### src/hdl/free_slot_stack_allocator_defines.svh
// Assertion helpers shared by the allocator modules.
// Each macro expects i_clk and i_rst_n in the enclosing module.
`ifndef FREE_SLOT_STACK_ALLOCATOR_DEFINES_SVH
`define FREE_SLOT_STACK_ALLOCATOR_DEFINES_SVH

// Same-cycle implication, off during reset
`define FSA_ASSERT_IMPL(name, ante, cons) \
    name: assert property (@(posedge i_clk) disable iff (!i_rst_n) (ante) |-> (cons)) \
        else $error("same-cycle check failed");

// Next-cycle implication, off during reset
`define FSA_ASSERT_NEXT(name, ante, cons) \
    name: assert property (@(posedge i_clk) disable iff (!i_rst_n) (ante) |=> (cons)) \
        else $error("next-cycle check failed");

`endif

### src/hdl/fsa_pkg.sv
`timescale 1ns / 1ps
package fsa_pkg;

    // Default pool depth
    localparam int unsigned POOL_SIZE_DEF = 64;

    // Beat field widths
    localparam int unsigned ACTION_W = 2;
    localparam int unsigned SLOT_W   = 6;
    localparam int unsigned STATUS_W = 2;
    localparam int unsigned COUNT_W  = 7;

    typedef enum logic [ACTION_W-1:0] {
        ACT_ALLOC = 2'd0,
        ACT_FREE  = 2'd1,
        ACT_CLEAR = 2'd2
    } t_action;

    typedef enum logic [STATUS_W-1:0] {
        ST_OK       = 2'd0,
        ST_EMPTY    = 2'd1,
        ST_INACTIVE = 2'd2
    } t_status;

    // Shift commands broadcast to every stack cell
    typedef struct packed {
        logic clear;
        logic push;
        logic pop;
    } t_stack_ctl;

endpackage

### src/hdl/fsa_if.sv
`timescale 1ns / 1ps
// Request channel: one beat per allocator command
interface fsa_in_if import fsa_pkg::*; ();
    logic                valid;
    logic                ready;
    logic [ACTION_W-1:0] action;
    logic [SLOT_W-1:0]   slot;

    modport source (output valid, output action, output slot, input ready);
    modport sink   (input valid, input action, input slot, output ready);
endinterface

// Response channel: one beat per command
interface fsa_out_if import fsa_pkg::*; ();
    logic                valid;
    logic                ready;
    logic [SLOT_W-1:0]   granted_slot;
    logic [STATUS_W-1:0] status;
    logic [COUNT_W-1:0]  free_count;

    modport source (output valid, output granted_slot, output status, output free_count,
                    input ready);
    modport sink   (input valid, input granted_slot, input status, input free_count,
                    output ready);
endinterface

### src/hdl/fsa_cell.sv
`timescale 1ns / 1ps
module fsa_cell import fsa_pkg::*; #(
    parameter int unsigned EW   = 6,
    parameter int unsigned INIT = 0
) (
    input  logic          i_clk,
    input  logic          i_rst_n,
    input  t_stack_ctl    i_ctl,
    input  logic [EW-1:0] i_from_above,
    input  logic [EW-1:0] i_from_below,
    output logic [EW-1:0] o_data
);

    localparam logic [EW-1:0] INIT_VAL = EW'(INIT);

    logic [EW-1:0] r_data;
    logic [EW-1:0] n_data;

    // Reload on clear, shift down on push, shift up on pop
    always_comb begin
        n_data = r_data;
        if (i_ctl.clear) begin
            n_data = INIT_VAL;
        end else if (i_ctl.push) begin
            n_data = i_from_above;
        end else if (i_ctl.pop) begin
            n_data = i_from_below;
        end
    end

    always_ff @(posedge i_clk) begin
        if (!i_rst_n) begin
            r_data <= INIT_VAL;
        end else begin
            r_data <= n_data;
        end
    end

    assign o_data = r_data;

endmodule

### src/hdl/fsa_stack.sv
`timescale 1ns / 1ps
`include "free_slot_stack_allocator_defines.svh"
module fsa_stack import fsa_pkg::*; #(
    parameter int unsigned POOL_SIZE = POOL_SIZE_DEF,
    localparam int unsigned EW = $clog2(POOL_SIZE),
    localparam int unsigned CW = $clog2(POOL_SIZE + 1)
) (
    input  logic          i_clk,
    input  logic          i_rst_n,
    input  t_stack_ctl    i_ctl,
    input  logic [EW-1:0] i_push_data,
    output logic [EW-1:0] o_top_data,
    output logic [CW-1:0] o_count
);

    localparam logic [CW-1:0] FULL = CW'(POOL_SIZE);

    logic [EW-1:0] w_cell [POOL_SIZE];
    logic [CW-1:0] r_count;
    logic [CW-1:0] n_count;

    // Cell 0 is the top of stack; deeper cells hold older free slots
    for (genvar k = 0; k < POOL_SIZE; k++) begin : g_cell
        logic [EW-1:0] w_above;
        logic [EW-1:0] w_below;

        if (k == 0) begin : g_head
            assign w_above = i_push_data;
        end else begin : g_body
            assign w_above = w_cell[k-1];
        end

        if (k == POOL_SIZE - 1) begin : g_tail
            assign w_below = w_cell[k];
        end else begin : g_mid
            assign w_below = w_cell[k+1];
        end

        fsa_cell #(
            .EW   (EW),
            .INIT (POOL_SIZE - 1 - k)
        ) u_cell (
            .i_clk        (i_clk),
            .i_rst_n      (i_rst_n),
            .i_ctl        (i_ctl),
            .i_from_above (w_above),
            .i_from_below (w_below),
            .o_data       (w_cell[k])
        );
    end

    // Track the number of free entries
    always_comb begin
        n_count = r_count;
        if (i_ctl.clear) begin
            n_count = FULL;
        end else if (i_ctl.push && r_count != FULL) begin
            n_count = r_count + 1'b1;
        end else if (i_ctl.pop && r_count != '0) begin
            n_count = r_count - 1'b1;
        end
    end

    always_ff @(posedge i_clk) begin
        if (!i_rst_n) begin
            r_count <= FULL;
        end else begin
            r_count <= n_count;
        end
    end

    assign o_top_data = w_cell[0];
    assign o_count    = r_count;

    `FSA_ASSERT_IMPL(a_no_push_full, i_ctl.push, int'(r_count) < POOL_SIZE)
    `FSA_ASSERT_IMPL(a_no_pop_empty, i_ctl.pop, r_count != '0)
    `FSA_ASSERT_NEXT(a_clear_fills, i_ctl.clear, int'(r_count) == POOL_SIZE)

endmodule

### src/hdl/free_slot_stack_allocator.sv
`timescale 1ns / 1ps
// A command beat's response beat is registered and appears in the cycle after acceptance.
// Throughput: one command per cycle while the response side keeps up; clear
// also goes at that rate, since every stack cell reloads its slot number at once.
// Input ready drops only while a response beat waits in the output register.
// Reset (synchronous, active low): stack cells hold 0..POOL_SIZE-1 with the
// highest on top, free count is POOL_SIZE, all active bits clear.
`include "free_slot_stack_allocator_defines.svh"
module free_slot_stack_allocator import fsa_pkg::*; #(
    parameter int unsigned POOL_SIZE = POOL_SIZE_DEF
) (
    input  logic      i_clk,
    input  logic      i_rst_n,
    fsa_in_if.sink    i_in,
    fsa_out_if.source o_out
);

    localparam int unsigned EW = $clog2(POOL_SIZE);
    localparam int unsigned CW = $clog2(POOL_SIZE + 1);
    localparam int unsigned SW = (EW > SLOT_W) ? EW : SLOT_W;

    t_stack_ctl          n_ctl;
    logic [EW-1:0]       w_top_slot;
    logic [CW-1:0]       w_count;
    logic [CW+COUNT_W-1:0] w_count_ext;
    logic [EW+SLOT_W-1:0]  w_top_ext;
    logic [SW-1:0]       w_slot_ext;
    logic [EW-1:0]       w_slot_idx;
    logic                w_slot_active;
    logic                w_in_fire;
    logic                w_grant_ok;
    logic                w_free_ok;

    logic [POOL_SIZE-1:0] r_active;
    logic [POOL_SIZE-1:0] n_active;
    logic                 r_out_valid;
    logic [SLOT_W-1:0]    r_granted;
    logic [SLOT_W-1:0]    n_granted;
    t_status              r_status;
    t_status              n_status;

    assign w_in_fire  = i_in.valid && i_in.ready;
    assign i_in.ready = !r_out_valid || o_out.ready;

    // Look up the active bit of the slot named by a free
    assign w_slot_ext    = SW'(i_in.slot);
    assign w_slot_idx    = w_slot_ext[EW-1:0];
    assign w_slot_active = (int'(w_slot_ext) < POOL_SIZE) && r_active[w_slot_idx];

    // Decode the command into stack moves and a status
    always_comb begin
        n_ctl      = '0;
        n_status   = ST_OK;
        w_grant_ok = 1'b0;
        w_free_ok  = 1'b0;
        if (w_in_fire) begin
            unique case (i_in.action)
                ACT_ALLOC: begin
                    if (w_count == '0) begin
                        n_status = ST_EMPTY;
                    end else begin
                        n_ctl.pop  = 1'b1;
                        w_grant_ok = 1'b1;
                    end
                end
                ACT_FREE: begin
                    if (!w_slot_active) begin
                        n_status = ST_INACTIVE;
                    end else begin
                        w_free_ok  = 1'b1;
                        n_ctl.push = int'(w_count) < POOL_SIZE;
                    end
                end
                ACT_CLEAR: begin
                    n_ctl.clear = 1'b1;
                end
                default: begin
                end
            endcase
        end
    end

    // Update active bits
    always_comb begin
        n_active = r_active;
        if (n_ctl.clear) begin
            n_active = '0;
        end else if (w_grant_ok) begin
            n_active[w_top_slot] = 1'b1;
        end else if (w_free_ok) begin
            n_active[w_slot_idx] = 1'b0;
        end
    end

    always_ff @(posedge i_clk) begin
        if (!i_rst_n) begin
            r_active <= '0;
        end else begin
            r_active <= n_active;
        end
    end

    fsa_stack #(
        .POOL_SIZE (POOL_SIZE)
    ) u_stack (
        .i_clk       (i_clk),
        .i_rst_n     (i_rst_n),
        .i_ctl       (n_ctl),
        .i_push_data (w_slot_idx),
        .o_top_data  (w_top_slot),
        .o_count     (w_count)
    );

    // Hold the response beat until taken
    assign w_top_ext = {{SLOT_W{1'b0}}, w_top_slot};
    assign n_granted = w_grant_ok ? w_top_ext[SLOT_W-1:0] : '0;

    always_ff @(posedge i_clk) begin
        if (!i_rst_n) begin
            r_out_valid <= 1'b0;
        end else if (w_in_fire) begin
            r_out_valid <= 1'b1;
        end else if (o_out.ready) begin
            r_out_valid <= 1'b0;
        end
    end

    always_ff @(posedge i_clk) begin
        if (w_in_fire) begin
            r_granted <= n_granted;
            r_status  <= n_status;
        end
    end

    // Stack count changes only with an accepted beat, so it tracks the held response
    assign w_count_ext        = {{COUNT_W{1'b0}}, w_count};
    assign o_out.valid        = r_out_valid;
    assign o_out.granted_slot = r_granted;
    assign o_out.status       = r_status;
    assign o_out.free_count   = w_count_ext[COUNT_W-1:0];

    `FSA_ASSERT_IMPL(a_count_matches_active, 1'b1, int'(w_count) + $countones(r_active) == POOL_SIZE)
    `FSA_ASSERT_NEXT(a_alloc_pops, w_grant_ok, w_count == $past(w_count) - 1'b1)
    `FSA_ASSERT_NEXT(a_clear_resets, n_ctl.clear, (int'(w_count) == POOL_SIZE) && (r_active == '0))
    `FSA_ASSERT_NEXT(a_fail_no_change, w_in_fire && n_status != ST_OK, $stable(r_active) && $stable(w_count))

endmodule

### src/flat_wrapper.sv
// flat-port wrapper written by rule: the top's interface ports become plain ports
module free_slot_stack_allocator_flat import fsa_pkg::*;
#(
    parameter int unsigned POOL_SIZE = POOL_SIZE_DEF
)
  (i_clk, i_rst_n, i_in_valid, i_in_action, i_in_slot, i_in_ready, o_out_valid, o_out_granted_slot, o_out_status, o_out_free_count, o_out_ready);
  fsa_in_if i_in_i ();
  fsa_out_if o_out_i ();
  input  logic i_clk;
  input  logic i_rst_n;
  input wire logic [$bits(i_in_i.valid)-1:0] i_in_valid;
  input wire logic [$bits(i_in_i.action)-1:0] i_in_action;
  input wire logic [$bits(i_in_i.slot)-1:0] i_in_slot;
  output wire logic [$bits(i_in_i.ready)-1:0] i_in_ready;
  output wire logic [$bits(o_out_i.valid)-1:0] o_out_valid;
  output wire logic [$bits(o_out_i.granted_slot)-1:0] o_out_granted_slot;
  output wire logic [$bits(o_out_i.status)-1:0] o_out_status;
  output wire logic [$bits(o_out_i.free_count)-1:0] o_out_free_count;
  input wire logic [$bits(o_out_i.ready)-1:0] o_out_ready;
  assign i_in_i.valid = i_in_valid;
  assign i_in_i.action = i_in_action;
  assign i_in_i.slot = i_in_slot;
  assign i_in_ready = i_in_i.ready;
  assign o_out_valid = o_out_i.valid;
  assign o_out_granted_slot = o_out_i.granted_slot;
  assign o_out_status = o_out_i.status;
  assign o_out_free_count = o_out_i.free_count;
  assign o_out_i.ready = o_out_ready;
  free_slot_stack_allocator #(.POOL_SIZE(POOL_SIZE)) u_core (.i_clk(i_clk), .i_rst_n(i_rst_n), .i_in(i_in_i), .o_out(o_out_i));
endmodule
### config.mk
export PLATFORM = sky130hd
export DESIGN_NAME = free_slot_stack_allocator_flat
export DESIGN_NICKNAME = d
export VERILOG_FILES = /design/src/hdl/fsa_pkg.sv /design/src/hdl/fsa_if.sv /design/src/hdl/fsa_cell.sv /design/src/hdl/fsa_stack.sv /design/src/hdl/free_slot_stack_allocator.sv /design/src/flat_wrapper.sv
export VERILOG_INCLUDE_DIRS = /design/src /design/src/hdl
export SDC_FILE = /design/constraint.sdc
export NUM_CORES = 1
export LEC_CHECK = 0
export BUFFER_PORTS_ARGS = -buffer_cell sky130_fd_sc_hd__buf_2
export CORE_MARGIN = 3
export CORE_UTILIZATION = 46
export DETAILED_ROUTE_END_ITERATION = 8
export SYNTH_ARGS = -nofsm -noshare
export SYNTH_HDL_FRONTEND = slang
export SYNTH_HIERARCHICAL = 1
export SYNTH_SLANG_ARGS = --single-unit
### constraint.sdc
create_clock -name i_clk -period 54.7 [get_ports i_clk]
set_input_delay 10.94 -clock i_clk [delete_from_list [all_inputs] [get_ports i_clk]]
set_output_delay 10.94 -clock i_clk [all_outputs]
set_load 0.1 [all_outputs]
---- Word level (Yosys, flattened, before mapping) ----
Index checks and enable logic that the tools add are counted.
word-level totals
  flip-flop bits (word level) ............. 464
  word-level logic and storage cells ...... 249
  output and inout bits ................... 17
  input port bits ......................... 12
operators by class
  bitwise gates (word level) .............. 4
  $lt $le $gt $ge ......................... 5
  equality and inequality tests ........... 3
  $add $sub $neg .......................... 2
  reduce and logical (&&, ||, !) cells .... 15
  muxes and demuxes ....................... 151
operators by type and width
  cell                   count
  $mux W6                126
  $mux W64               2
  $and A64 B64 Y64       1
  $not A64 Y64           1
  $or A64 B64 Y64        1
  $mux W1                15
  $lt A6 B7 Y1 const B   2
  $mux W7                2
  $demux W1 S6           2
  $ge A6 B1 Y1 const B   2
  $reduce_bool A2 Y1     4
  $add A7 B1 Y7 const B  1
  $logic_not A7 Y1       1
  $lt A7 B7 Y1 const B   1
  $ne A7 B7 Y1 const B   1
  $reduce_bool A7 Y1     1
  $sub A7 B1 Y7 const B  1
  $bmux W1 S6            1
  $logic_and A1 B1 Y1    5
  $pmux W2 S2            1
  $mux W3                1
  $eq A2 B1 Y1 const B   1
  $eq A2 B2 Y1 const B   1
  $logic_not A2 Y1       1
  other kinds (5)        5

---- Depth between registers and ports, before layout ----
  depth in word-level cells ............... 8
  mapped depth ............................ 17
  depth with buffers taken out ............ 15

---- Hierarchy ----
Netlist, hierarchy kept.
by module, submodules not included
  module                                            times used  cells each  seq. area each (µm²)  area an instance (µm²)
  fsa_cell at u_core.u_stack.g_cell[11].u_cell ...  20          28          120.1                 320.3
  fsa_cell at u_core.u_stack.g_cell[15].u_cell ...  15          28          120.1                 322.8
  fsa_cell at u_core.u_stack.g_cell[10].u_cell ...  15          27          120.1                 302.8
  free_slot_stack_allocator                         1           444         1541.5                3748.6
  fsa_cell at u_core.u_stack.g_cell[31].u_cell ...  6           28          120.1                 329.1
  fsa_cell at u_core.u_stack.g_cell[16].u_cell ...  6           27          120.1                 300.3
  fsa_stack                                         1           65          140.1                 574.3
  fsa_cell at u_core.u_stack.g_cell[63].u_cell      1           27          120.1                 284.0
  fsa_cell at u_core.u_stack.g_cell[0].u_cell       1           21          120.1                 270.3

---- Least setup slack after synthesis ----
Ideal clock, no wire load.
  kind .................................... input-to-reg
  start point ............................. input port o_out_ready
  end point ............................... register u_core.u_stack.r_count[6], in the netlist u_core/u_stack/o_count[6]
  setup time .............................. 0.125 ns
  cell stages on the path ................. 13
  path slack .............................. 25.531 ns
  arrival time ............................ 29.044 ns
  required time ........................... 54.575 ns
  buffers on the path ..................... 1
  path through ............................ nand2b_1 nand2_1 or2_2 clkbuf_1 nor3b_1 nand2_1 ha_1 nor2b_4 o31a_1 o21ai_2 nand3_2 mux2_1 o31ai_1
RTL lines
  what                    RTL line            source
  start: declaration      flat_wrapper.sv:19  input wire logic [$bits(o_out_i.ready)-1:0] o_out_ready;
  end signal: assignment  fsa_stack.sv:68     r_count <= n_count;
  end: declaration        fsa_stack.sv:19     logic [CW-1:0] r_count;

---- Final worst setup path ----
  start point ............................. input port o_out_ready
  end point ............................... output port i_in_ready
between the ends
  cells in the longest elaborated chain, start to end .. 1
ends and longest elaborated chain
  what                RTL line                         source
  $logic_or A1 B1 Y1  free_slot_stack_allocator.sv:43  assign i_in.ready = !r_out_valid || o_out.ready;
  end: declaration    flat_wrapper.sv:14               output wire logic [$bits(i_in_i.ready)-1:0] i_in_ready;
Every way passes these cells.

==> results.tsv <==
stage	metric	value	unit
status	status	finished clean	
clocking	clkTransAtPathRegs	60	ps
worst_setup_path	slowest_delay	440	ps
worst_setup_path	crit_family	buffers and inverters	
die	start_util	47.07	%
clocking	htree_levels	2	
placement	placed_area	24480	um2
layout	drive_gt1_share	16.73	%
clocking	clk_latency	600	ps
drt	ant_nets	0	
sta	fin_ws	32180	ps
worst_setup_path	slowest_stage	buf_2	
global_route	grt_antenna_before_repair	0	
yosys	synth_area	24440	um2
yosys	postSynthCellCount	2272	
drt	wl_met1	24.64	mm
pwr	irDropWorstVdd	22.31	uV
layout	post-route-cell-area	26270	um2
worst_setup_path	crit_required	43760	ps
die	core	51920	um2
drt	drtIter0Drc	1284	
sta	fin_crit	22520	ps
yosys	syn_avg_cell_area	10.76	um2
drt	vias	16980	
clocking	cts_made_buffers	53	
clocking	cts_resized	0	
die	die_h	236.5	um
global_route	grt_pass1_vias	17020	
clocking	clock_path_buffers	3	
clocking	root_buffer	clkbuf_16	
sta	timing.final.crit_share	41.18	%
worst_setup_path	path_buf_inv	2	
worst_setup_path	ff2ff_path_depth	11	
pwr	leakagePower	0.01143	uW
sta	hold_violations	0	
placement	hpwl	32.05	mm
drt	drcViolationCount	0	
layout	n_antenna_cell	0	
sta	slew_viol_final	0	
worst_setup_path	worstSetupPathType	input port to output pin	
clocking	cts_hold_buffers	0	
placement	io_buffer_count	28	
die	die-area	55940	um2
sta	worstMarginPinSlew	1148	ps
drt	wl	52.12	mm
worst_setup_path	critPathArrivalTime	11580	ps
placement	gp_congestion	0.8989	
yosys	netlist_top_cells_count	dfxtp_1, nor2b_1, mux2i_1, nand2b_1, mux2_4	
pwr	p_per_area	29.52	nW/um2
yosys	synthArstFlopShare	0	%
yosys	synth.distinct_cells	74	
yosys	synth_most_common_cell	dfxtp_1	
layout	fin_util	50.59	%
global_route	gr-total-overflow	0	
placement	place_inst	2855	
yosys	synthTopCellsByArea	dfxtp_1, mux2_4, mux2i_1	
worst_setup_path	critPathMaxFanout	4	
worst_hold_path	hold_depth	2	
worst_hold_path	hp-class	flip-flop to flip-flop	
layout	fin_nets	2248	
drt	route.top_layer_used	met4	
drt	route.met2.wl	24.31	mm
clocking	post-cts-setup-buffer-count	0	
worst_setup_path	cp-end-kind	output pin	
global_route	grt_first_pass_wirelength	87.26	mm
yosys	synth_seq_cells	464	
clocking	cts_tree	built	
sta	tns	0	ps
drt	first_pass_iters	5	
global_route	grt_usage	17.99	%
drt	wl_per_cell	17.66	um
sta	relSlewSlack	23.50	%
drt	wl_met3	2.049	mm
worst_setup_path	critPathLaunchType	input port	
layout	area_growth	7.463	%
yosys	seq_area_frac_synth	38.33	%
yosys	ys_warn_count	6	
die	num_io_pins	29	
layout	final-instance-count-excl-fill	2951	
drt	via_per_inst	5.754	
yosys	synth_nets	2290	
sta	skew	34.57	ps
worst_setup_path	path_depth	3	
flow_run	maxCapViolations	0	
sta	final-setup-viol-count	0	
worst_setup_path	cp_cell_sequence	buf_2 -> nand2b_1 -> buf_2	
sta	rsz0062_at_grt	no	
worst_setup_path	cpMostUsedCell	buf_2	
placement	post-place-ws	32180	ps
sta	max_freq	44.40	MHz
yosys	yosysTopAreaCellShare	37.35	%
yosys	synth_top_area_cell	dfxtp_1	
yosys	yosys_most_used_dff	dfxtp_1	
global_route	grt_max_degree	262	
yosys	synth-edff-count	8	
clocking	cts_sinks	464	
die	die_width	236.5	um
die	row_count	83	
==> path summary, 6_finish.rpt <==
path | from | endpoint | slack, ps
worst max register to register | u_core/r_active[52] | u_core/u_stack/g_cell[20].u_cell/o_data[5] | 49560
worst min-delay path | u_core/u_stack/g_cell[62].u_cell/o_data[0] | u_core/u_stack/g_cell[63].u_cell/o_data[0] | 530
worst max-delay path | o_out_ready | i_in_ready | 32180
worst min register to register | u_core/u_stack/g_cell[62].u_cell/o_data[0] | u_core/u_stack/g_cell[63].u_cell/o_data[0] | 530
==> final cells by class <==
type / instances / area (um2)
clock buffer: 81 / 1623
inverter: 20 / 75.07
fill: 4759 / 25660
sequential: 464 / 9369
tap: 680 / 850.8
multi-input combinational: 1649 / 13920
timing repair buffer: 42 / 272.8
clock inverter: 15 / 161.4
==> report_power, final <==
group	internal [uW]	switching, uW
registers	346	5.54
clock network	217	142
logic	26.7	38.2
==> metal layers <==
metal	track usage (%)	vias up
met5	0	-
met4	5.113	0
met3	2.667	91
met2	29.59	318
met1	24.60	8270
li1	-	8301
==> sequential cells by signal, summed over array words and instances (netlist names) <==
register                             cells
u_core/o_out.valid                       1
u_core/o_out.status                      2
u_core/u_stack/o_count                   7
u_core/o_out.granted_slot                6
u_core/r_active                         64
u_core/u_stack/g_cell.u_cell/o_data    384
==> kinds of logic (layout without fill, tap and decap cells) <==
kind of cell	count (synthesis)	in the layout	synth area share, %
buffers and inverters	159	158	4.796
adders and majority gates	6	6	0.3378
xor gates and xnor gates	4	4	0.1433
AOI/OAI and AO/OA	562	562	18.34
muxes	407	407	20.62
DFF	464	464	38.33
and+or+nand+nor	670	670	17.43
==> tightest hold or removal path, delay by kind of cell, from the launching register on <==
kind             cells  cell delay (ps)
AND/OR/NAND/NOR      1              110
flip-flops           1              330
AO/OA/AOI/OAI        1               50
==> placed cells by master (no fill, tap or decap), types with 11 or more instances in the layout <==
| master | Yosys | layout |
|---|---|---|
| clkinv_2 | 0 | 11 |
| a22oi_1 | 184 | 184 |
| buf_4 | 3 | 13 |
| o21ai_0 | 64 | 64 |
| buf_2 | 49 | 27 |
| clkbuf_16 | 0 | 54 |
| mux2i_1 | 207 | 207 |
| a21oi_1 | 33 | 33 |
| a31oi_1 | 44 | 44 |
| o211a_1 | 187 | 187 |
| nor3b_1 | 32 | 31 |
| nor3b_2 | 27 | 28 |
| dfxtp_1 | 456 | 456 |
| nor2b_1 | 261 | 261 |
| nand2b_1 | 192 | 192 |
| nor2_1 | 78 | 78 |
| nand2_1 | 13 | 13 |
| clkbuf_8 | 0 | 17 |
| nor3_1 | 11 | 11 |
| inv_1 | 19 | 19 |
| mux2_4 | 188 | 188 |
==> per-stage QoR <==
stage	total power, uW	hold slack (ps)
finish	775.5	530.5
global route	805.0	563.3
CTS	787.6	533.2
detailed placement	423.5	515.9
global placement	422.5	515.2
floorplan	414.8	490.9
No activity file was read; power rests on OpenSTA's default activity.
